<file path="src/rtl/spjq_pkg.sv">
// ----------------------------------------------------------------------------
// spjq_pkg
// Shared types and codes for the sorted priority job queue: request and
// response payloads, opcodes, status codes and the cell-row structures.
// ----------------------------------------------------------------------------
package spjq_pkg;

    localparam int ID_W      = 16;
    localparam int RANK_W    = 16;
    localparam int OP_W      = 2;
    localparam int ST_W      = 2;
    localparam int CNT_OUT_W = 5;

    // Request opcodes; the fourth code is ignored
    typedef enum logic [OP_W-1:0] {
        OP_INSERT     = 2'd0,
        OP_REMOVE_TOP = 2'd1,
        OP_DELETE_ID  = 2'd2
    } t_op;

    // Response status codes
    typedef enum logic [ST_W-1:0] {
        ST_DONE = 2'd0,
        ST_MISS = 2'd1,
        ST_FULL = 2'd2
    } t_status;

    typedef struct packed {
        logic [OP_W-1:0]          opcode;
        logic [ID_W-1:0]          job_id;
        logic signed [RANK_W-1:0] job_rank;
    } t_req;

    typedef struct packed {
        logic [ST_W-1:0]          status;
        logic [ID_W-1:0]          removed_id;
        logic signed [RANK_W-1:0] removed_rank;
        logic [CNT_OUT_W-1:0]     entry_count;
    } t_rsp;

    // One job as held in a cell
    typedef struct packed {
        logic [ID_W-1:0]          id;
        logic signed [RANK_W-1:0] rank;
    } t_job;

    // Command broadcast to every cell of the row
    typedef struct packed {
        logic ins;
        logic rm_top;
        logic rm_id;
        t_job job;
    } t_cell_cmd;

    // Removal token that ripples down the row
    typedef struct packed {
        logic found;
        t_job job;
    } t_chain;

endpackage

</file>
<file path="src/rtl/spjq_stream_if.sv">
// ----------------------------------------------------------------------------
// spjq_stream_if
// Valid/ready channel carrying one payload of a configurable packed type.
// ----------------------------------------------------------------------------
interface spjq_stream_if #(
    parameter type T_PAYLOAD = logic
);
    logic     valid;
    logic     ready;
    T_PAYLOAD payload;

    modport source (output valid, output payload, input ready);
    modport sink   (input valid, input payload, output ready);
endinterface

</file>
<file path="src/rtl/spjq_cell.sv">
// ----------------------------------------------------------------------------
// spjq_cell
// One slot of the sorted row. Decides locally, from its own job and its two
// neighbors, whether to hold, take the new job, or shift by one place.
// ----------------------------------------------------------------------------
module spjq_cell
    import spjq_pkg::*;
(
    input  logic      i_clk,
    input  t_cell_cmd i_cmd,
    input  logic      i_valid,
    input  t_job      i_prev_job,
    input  logic      i_prev_ge,
    input  t_job      i_next_job,
    input  t_chain    i_chain,
    output t_job      o_job,
    output logic      o_ge,
    output t_chain    o_chain
);

    t_job r_job;
    t_job n_job;
    logic mark;
    logic first;

    // Compare held rank against the incoming rank
    assign o_ge = i_valid && ($signed(r_job.rank) >= $signed(i_cmd.job.rank));

    // Flag a removal candidate and pass the token on
    assign mark  = i_valid && (i_cmd.rm_top || (i_cmd.rm_id && (r_job.id == i_cmd.job.id)));
    assign first = mark && !i_chain.found;

    assign o_chain.found = i_chain.found || mark;
    assign o_chain.job   = first ? r_job : i_chain.job;

    // Hold, take the new job, shift down on insert, or shift up on removal
    always_comb begin
        priority if (i_cmd.ins && !o_ge) begin
            n_job = i_prev_ge ? i_cmd.job : i_prev_job;
        end else if ((i_cmd.rm_top || i_cmd.rm_id) && o_chain.found) begin
            n_job = i_next_job;
        end else begin
            n_job = r_job;
        end
    end

    always_ff @(posedge i_clk) begin
        r_job <= n_job;
    end

    assign o_job = r_job;

endmodule

</file>
<file path="src/rtl/sorted_priority_job_queue.sv">
// ----------------------------------------------------------------------------
// sorted_priority_job_queue
// Holds up to CAPACITY jobs in a row of cells, sorted by descending rank with
// equal ranks in arrival order. Each request is first captured in the request
// register; then every cell of the row compares and shifts in parallel and the
// response is registered. A new request is taken only once the row update of
// the last one has run; a stalled response holds the row update back until the
// pending response is taken. Removal
// finds the first match with a token that ripples once down the row.
// ----------------------------------------------------------------------------
module sorted_priority_job_queue
    import spjq_pkg::*;
#(
    parameter int CAPACITY = 16
) (
    input  logic                 i_clk,
    input  logic                 i_rst_n,
    spjq_stream_if.sink          i_req,
    spjq_stream_if.source        o_rsp
);

    localparam int CNT_W = $clog2(CAPACITY + 1);

    logic             r_busy;
    t_req             r_cmd;
    logic [CNT_W-1:0] r_count;
    logic [CNT_W-1:0] n_count;
    logic             r_out_valid;
    t_rsp             r_rsp;
    t_rsp             n_rsp;

    logic             exec;
    logic             full;
    logic             is_ins;
    logic             is_rm_top;
    logic             is_rm_id;
    logic [31:0]      cnt_ext;
    t_cell_cmd        cell_cmd;

    logic             cell_valid [CAPACITY];
    t_job             cell_job   [CAPACITY];
    logic             cell_ge    [CAPACITY];
    t_chain           chain      [CAPACITY+1];

    // Run the row update once the response register is free
    assign exec = r_busy && (!r_out_valid || o_rsp.ready);
    assign full = (r_count == CNT_W'(CAPACITY));

    // Decode the held request
    always_comb begin
        is_ins    = 1'b0;
        is_rm_top = 1'b0;
        is_rm_id  = 1'b0;
        unique case (t_op'(r_cmd.opcode))
            OP_INSERT:     is_ins    = 1'b1;
            OP_REMOVE_TOP: is_rm_top = 1'b1;
            OP_DELETE_ID:  is_rm_id  = 1'b1;
            default: ;
        endcase
    end

    // Broadcast command to the row
    assign cell_cmd.ins      = exec && is_ins && !full;
    assign cell_cmd.rm_top   = exec && is_rm_top;
    assign cell_cmd.rm_id    = exec && is_rm_id;
    assign cell_cmd.job.id   = r_cmd.job_id;
    assign cell_cmd.job.rank = r_cmd.job_rank;

    assign chain[0] = '0;

    // Build the row of cells
    for (genvar i = 0; i < CAPACITY; i++) begin : g_cell
        t_job prev_job;
        logic prev_ge;
        t_job next_job;

        assign cell_valid[i] = (r_count > CNT_W'(i));

        if (i == 0) begin : g_head
            assign prev_job = '0;
            assign prev_ge  = 1'b1;
        end else begin : g_body
            assign prev_job = cell_job[i-1];
            assign prev_ge  = cell_ge[i-1];
        end

        if (i == CAPACITY - 1) begin : g_tail
            assign next_job = '0;
        end else begin : g_mid
            assign next_job = cell_job[i+1];
        end

        spjq_cell u_cell (
            .i_clk      (i_clk),
            .i_cmd      (cell_cmd),
            .i_valid    (cell_valid[i]),
            .i_prev_job (prev_job),
            .i_prev_ge  (prev_ge),
            .i_next_job (next_job),
            .i_chain    (chain[i]),
            .o_job      (cell_job[i]),
            .o_ge       (cell_ge[i]),
            .o_chain    (chain[i+1])
        );
    end

    // Next count and response
    always_comb begin
        n_count = r_count;
        if (is_ins && !full) begin
            n_count = r_count + 1'b1;
        end else if ((is_rm_top || is_rm_id) && chain[CAPACITY].found) begin
            n_count = r_count - 1'b1;
        end
    end

    assign cnt_ext = 32'(n_count);

    always_comb begin
        n_rsp.status = ST_DONE;
        if (is_ins && full) begin
            n_rsp.status = ST_FULL;
        end else if ((is_rm_top || is_rm_id) && !chain[CAPACITY].found) begin
            n_rsp.status = ST_MISS;
        end
        n_rsp.removed_id   = chain[CAPACITY].job.id;
        n_rsp.removed_rank = chain[CAPACITY].job.rank;
        n_rsp.entry_count  = cnt_ext[CNT_OUT_W-1:0];
    end

    // Control registers
    always_ff @(posedge i_clk) begin
        if (!i_rst_n) begin
            r_busy      <= 1'b0;
            r_out_valid <= 1'b0;
            r_count     <= '0;
        end else begin
            if (i_req.valid && i_req.ready) begin
                r_busy <= 1'b1;
            end else if (exec) begin
                r_busy <= 1'b0;
            end
            if (exec) begin
                r_out_valid <= 1'b1;
                r_count     <= n_count;
            end else if (o_rsp.ready) begin
                r_out_valid <= 1'b0;
            end
        end
    end

    // Payload registers
    always_ff @(posedge i_clk) begin
        if (i_req.valid && i_req.ready) begin
            r_cmd <= i_req.payload;
        end
        if (exec) begin
            r_rsp <= n_rsp;
        end
    end

    assign i_req.ready   = !r_busy;
    assign o_rsp.valid   = r_out_valid;
    assign o_rsp.payload = r_rsp;

`ifndef NO_ASSERTIONS
    a_count_bound: assert property (@(posedge i_clk) disable iff (!i_rst_n)
        r_count <= CNT_W'(CAPACITY))
        else $error("job count above capacity");

    a_insert_grows: assert property (@(posedge i_clk) disable iff (!i_rst_n)
        exec && is_ins && !full |=> r_count == CNT_W'($past(r_count) + 1'b1))
        else $error("insert did not grow the count");

    a_full_status: assert property (@(posedge i_clk) disable iff (!i_rst_n)
        r_out_valid && (r_rsp.status == ST_FULL) |-> r_count == CNT_W'(CAPACITY))
        else $error("full status while queue not full");
`endif

endmodule

</file>
<file path="src/flat_wrapper.sv">
// flat-port wrapper written by rule: the top's interface ports become plain ports
module sorted_priority_job_queue_flat import spjq_pkg::*;
#(
    parameter int CAPACITY = 16
)
  (i_clk, i_rst_n, i_req_valid, i_req_payload, i_req_ready, o_rsp_valid, o_rsp_payload, o_rsp_ready);
  spjq_stream_if #(.T_PAYLOAD(t_req)) i_req_i ();
  spjq_stream_if #(.T_PAYLOAD(t_rsp)) o_rsp_i ();
  input  logic i_clk;
  input  logic i_rst_n;
  input wire logic [$bits(i_req_i.valid)-1:0] i_req_valid;
  input wire logic [$bits(i_req_i.payload)-1:0] i_req_payload;
  output wire logic [$bits(i_req_i.ready)-1:0] i_req_ready;
  output wire logic [$bits(o_rsp_i.valid)-1:0] o_rsp_valid;
  output wire logic [$bits(o_rsp_i.payload)-1:0] o_rsp_payload;
  input wire logic [$bits(o_rsp_i.ready)-1:0] o_rsp_ready;
  assign i_req_i.valid = i_req_valid;
  assign i_req_i.payload = i_req_payload;
  assign i_req_ready = i_req_i.ready;
  assign o_rsp_valid = o_rsp_i.valid;
  assign o_rsp_payload = o_rsp_i.payload;
  assign o_rsp_i.ready = o_rsp_ready;
  sorted_priority_job_queue #(.CAPACITY(CAPACITY)) u_core (.i_clk(i_clk), .i_rst_n(i_rst_n), .i_req(i_req_i), .o_rsp(o_rsp_i));
endmodule
</file>
<file path="config.mk">
export PLATFORM = sky130hd
export DESIGN_NAME = sorted_priority_job_queue_flat
export DESIGN_NICKNAME = d
export VERILOG_FILES = /design/src/rtl/spjq_pkg.sv /design/src/rtl/spjq_stream_if.sv /design/src/rtl/spjq_cell.sv /design/src/rtl/sorted_priority_job_queue.sv /design/src/flat_wrapper.sv
export SDC_FILE = /design/constraint.sdc
export NUM_CORES = 2
export LEC_CHECK = 0
export BUFFER_PORTS_ARGS = -buffer_cell sky130_fd_sc_hd__buf_2
export CAP_MARGIN = 20
export CORE_ASPECT_RATIO = 1.4
export CORE_MARGIN = 4
export CORE_UTILIZATION = 59
export DETAILED_ROUTE_END_ITERATION = 10
export GPL_TIMING_DRIVEN = 1
export PLACE_DENSITY = 0.76
export REMOVE_ABC_BUFFERS = 1
export SLEW_MARGIN = 20
export SYNTH_ARGS = -nofsm -noshare
export SYNTH_HDL_FRONTEND = slang
export SYNTH_SLANG_ARGS = --single-unit
</file>
<file path="constraint.sdc">
create_clock -name i_clk -period 13 [get_ports i_clk]
set_input_delay 1.3 -clock i_clk [delete_from_list [all_inputs] [get_ports i_clk]]
set_output_delay 1.3 -clock i_clk [all_outputs]
set_load 0.1 [all_outputs]
</file>
==> impl_metrics.env <==
export IMPL_rows=117
export IMPL_grt_overflow=0
export IMPL_maxCapViolCount=0
export IMPL_status="finished, final reports clean"
export IMPL_crit_start="u_core.r_count[1]"
export IMPL_grt_max_degree=94
export IMPL_worst_slew_pin_slew_ns=1.20
export IMPL_hp_class="register to register"
export IMPL_ys_warn_count=0
export IMPL_r2r_slack_ns=7.32
export IMPL_dr_pass1_iters=10
export IMPL_grt_pass1_wl_mm=219
export IMPL_numCtsBuffers=59
export IMPL_synth_edf_count=585
export IMPL_cp_data_arrival_time_ns=6.09
export IMPL_rr_endpoint="u_core.o_rsp.payload[15]"
export IMPL_fin_crit_sh_pct=43.7
export IMPL_power_density_nw_per_um2=105
export IMPL_drt_vias_per_instance=7.21
export IMPL_cts_resized=0
export IMPL_min_from="u_core.g_cell[15].u_cell.o_job[9]"
export IMPL_rsz0062_at_grt="false"
export IMPL_fp_dieW_um=236
export IMPL_drive_gt1_share_pct=14.8
export IMPL_cts_tree="done"
export IMPL_cp_slowest_stage_delay_ns=0.92
export IMPL_drt_iter0_drc=5431
export IMPL_grt_use_total_pct=36.3
export IMPL_slowest_stage="o21ai_1"
export IMPL_grt_pass1_vias=35400
export IMPL_clock_latency_ns=0.68
export IMPL_finalSetupViolations=0
export IMPL_r2r_start="u_core.r_count[1]"
export IMPL_fillers=5850
export IMPL_synthArstFlopShare_pct=0
export IMPL_finalMaxSlewViolations=0
export IMPL_r2r_cells=14
export IMPL_start_util_pct=59.4
export IMPL_antenna_found_initial=1
export IMPL_cp_start_kind="register"
export IMPL_holdPathStages=1
export IMPL_syn_inst=4190
export IMPL_route_detailed_wl_per_inst_um=29.0
export IMPL_avgSynthCellArea_um2=10.3
export IMPL_num_vias=36600
export IMPL_synth_ff_type="edfxtp_1"
export IMPL_cts_hold_buf=0
export IMPL_gp_congestion=0.983
export IMPL_crit_type="register to register"
export IMPL_ant_nets=0
export IMPL_cts_setup_buffers=0
export IMPL_routed_wl_mm=147
export IMPL_syn_to_final_growth_pct=7.25
export IMPL_core_um2=72600
export IMPL_final_hold_violation_count=0
export IMPL_clk_pin_slew_ns=0.07
export IMPL_min_to="u_core.g_cell[14].u_cell.o_job[9]"
export IMPL_cts_sinks=592
export IMPL_die_y_um=328
export IMPL_ios=79
export IMPL_crit_required_ns=13.42
export IMPL_crit_chain="inv_1, ha_1, o21ai_1, nand2_1, o31ai_4, buf_4, nor4_4, buf_4, nand4_1, buf_4, nand3_1, a211o_1, a21oi_1, o31ai_1"
export IMPL_min_period_ns=5.68
export IMPL_netlist_cell_type_count=91
export IMPL_crit_top_cell="buf_4"
export IMPL_synth_area_um2=43100
export IMPL_nets=4373
export IMPL_clk_path_buf_depth=3
export IMPL_critPathCaptureType="register"
export IMPL_setup_tns_ns=0
export IMPL_slew_headroom_pct=20.2
export IMPL_leakage_nw=18.2
export IMPL_power_mw=4.86
export IMPL_crit_path_max_fanout=38
export IMPL_portBuffers=78
export IMPL_finClkSkew_ns=0.0291
export IMPL_ys_seq_elements=592
export IMPL_vdd_drop_max_v=0.000140
export IMPL_timing_fmax_mhz=176
export IMPL_place_hpwl_mm=108
export IMPL_hold_ws_ns=0.651
export IMPL_ys_seq_area_share_pct=41.1
export IMPL_htree_levels=2
export IMPL_root_buffer="clkbuf_16"
export IMPL_drc_errors=0
export IMPL_dieArea_um2=77500
==> per-layer routing <==
layer | vias up | routed length [um] | global-route usage (%)
li1 | 15900 | - | -
met1 | 17300 | 51800 | 44.0
met2 | 2708 | 68700 | 59.8
met3 | 693 | 14800 | 6.29
met4 | 0 | 11900 | 23.4
met5 | - | 0 | 0
==> how the worst max path moves through the flow <==
| stage | to | slack [ns] | cells past startpoint |
|---|---|---|---|
| after floorplan | u_core.g_cell[3].u_cell.o_job[0] | -2.69 | 5 |
| after global placement | u_core.o_rsp.payload[29] | 7.19 | 13 |
| after detailed placement | u_core.o_rsp.payload[29] | 7.08 | 13 |
| after CTS | u_core.g_cell[0].u_cell.o_job[18] | 7.53 | 16 |
| after global routing | u_core.g_cell[6].u_cell.o_job[0] | 7.24 | 16 |
| final | u_core.o_rsp.payload[15] | 7.32 | 14 |
==> state kept, by name, indices dropped and copies added (netlist names) <==
name	count
u_core.g_cell.u_cell.o_job	512
u_core.o_rsp.payload	39
u_core.cell_cmd	32
u_core.r_count	5
u_core.r_cmd	2
u_core.o_rsp.valid	1
u_core.r_busy	1
==> where the power goes <==
| part | internal, mW | switching, mW |
|---|---|---|
| Clock | 1.02 | 0.795 |
| Combinational | 0.260 | 0.472 |
| Sequential | 2.21 | 0.109 |
| Total | 3.49 | 1.38 |
==> logic make-up after synthesis <==
group / Yosys count / synth area share [%]
AND/OR/NAND/NOR: 768 / 9.17
buffers and inverters: 440 / 4.27
multiplexers: 545 / 13.4
flip-flops: 592 / 41.1
AO/OA/AOI/OAI: 1318 / 19.0
adder cells (fa/ha/maj): 265 / 7.69
XOR/XNOR: 262 / 5.32
==> synth_stat cells (29+ instances only) <==
cell type	count	area, um2
nand2_1	131	492
o21a_1	65	488
o21ai_0	101	505
a31oi_1	91	569
nand4_1	94	588
mux2_2	269	3030
nand3_1	158	791
nor4_1	39	244
a21o_1	63	473
nor2_1	164	616
nor3_1	38	190
xor2_1	126	1100
nor2b_1	30	188
a22oi_1	37	278
xnor2_1	136	1190
mux2i_1	276	2760
buf_2	71	355
inv_1	62	233
a21oi_1	626	3130
ha_1	265	3320
o22ai_1	29	181
o211ai_1	78	586
edfxtp_1	585	17600
clkbuf_1	259	972
==> per-stage QoR <==
step / setup slack (ns) / cells / cell area (um2) / util [%]
2_1_floorplan: -2.69 / 3814 / 41500 / -
3_3_place_gp: 7.19 / 4960 / 44200 / 60.9
3_5_place_dp: 7.08 / 4960 / 44200 / 60.9
4_1_cts: 7.53 / 5070 / 46200 / 63.6
5_1_grt: 7.24 / 5071 / 46200 / 63.7
6_report: 7.32 / 5072 / 46200 / 63.7
==> cell usage in the layout (no fill, tap or decap), types with 36 or more instances in the layout <==
cell type  synthesis  final
inv_1             62     62
a31oi_1           91     90
xnor2_1          136    136
nand3_1          158    156
xor2_1           126    126
a21o_1            63     63
o211ai_1          78     78
nor3_1            38     36
buf_2             71     78
o21ai_0          101     94
nand4_1           94     94
ha_1             265    265
edfxtp_1         585    585
a22oi_1           37     37
clkbuf_16          0     60
buf_4             15    116
nor2_1           164    161
a21oi_1          626    620
nand2_1          131    131
o21a_1            65     65
mux2i_1          276    276
nor4_1            39     39
mux2_2           269    269
==> layout make-up <==
class	instances	area, um2	area share, %
Clock buffer	78	1590	3.44
Timing Repair Buffer	195	1290	2.79
Multi-Input combinational cell	3158	23800	51.6
Antenna cell	1	2.50	0.00541
Tap cell	952	1190	2.58
Sequential cell	592	17700	38.3
Clock inverter	32	369	0.798
Inverter	64	240	0.520
==> worst max-delay path, delay by kind of cell, from the launching register on <==
| family | cells | cell delay, ns |
|---|---|---|
| AOI/OAI and AO/OA | 5 | 2.03 |
| buffers and inverters | 4 | 1.28 |
| adders and majority gates | 1 | 0.29 |
| and+or+nand+nor | 4 | 1.15 |
| DFF | 1 | 0.64 |
Power figures use the tool's default switching activity.
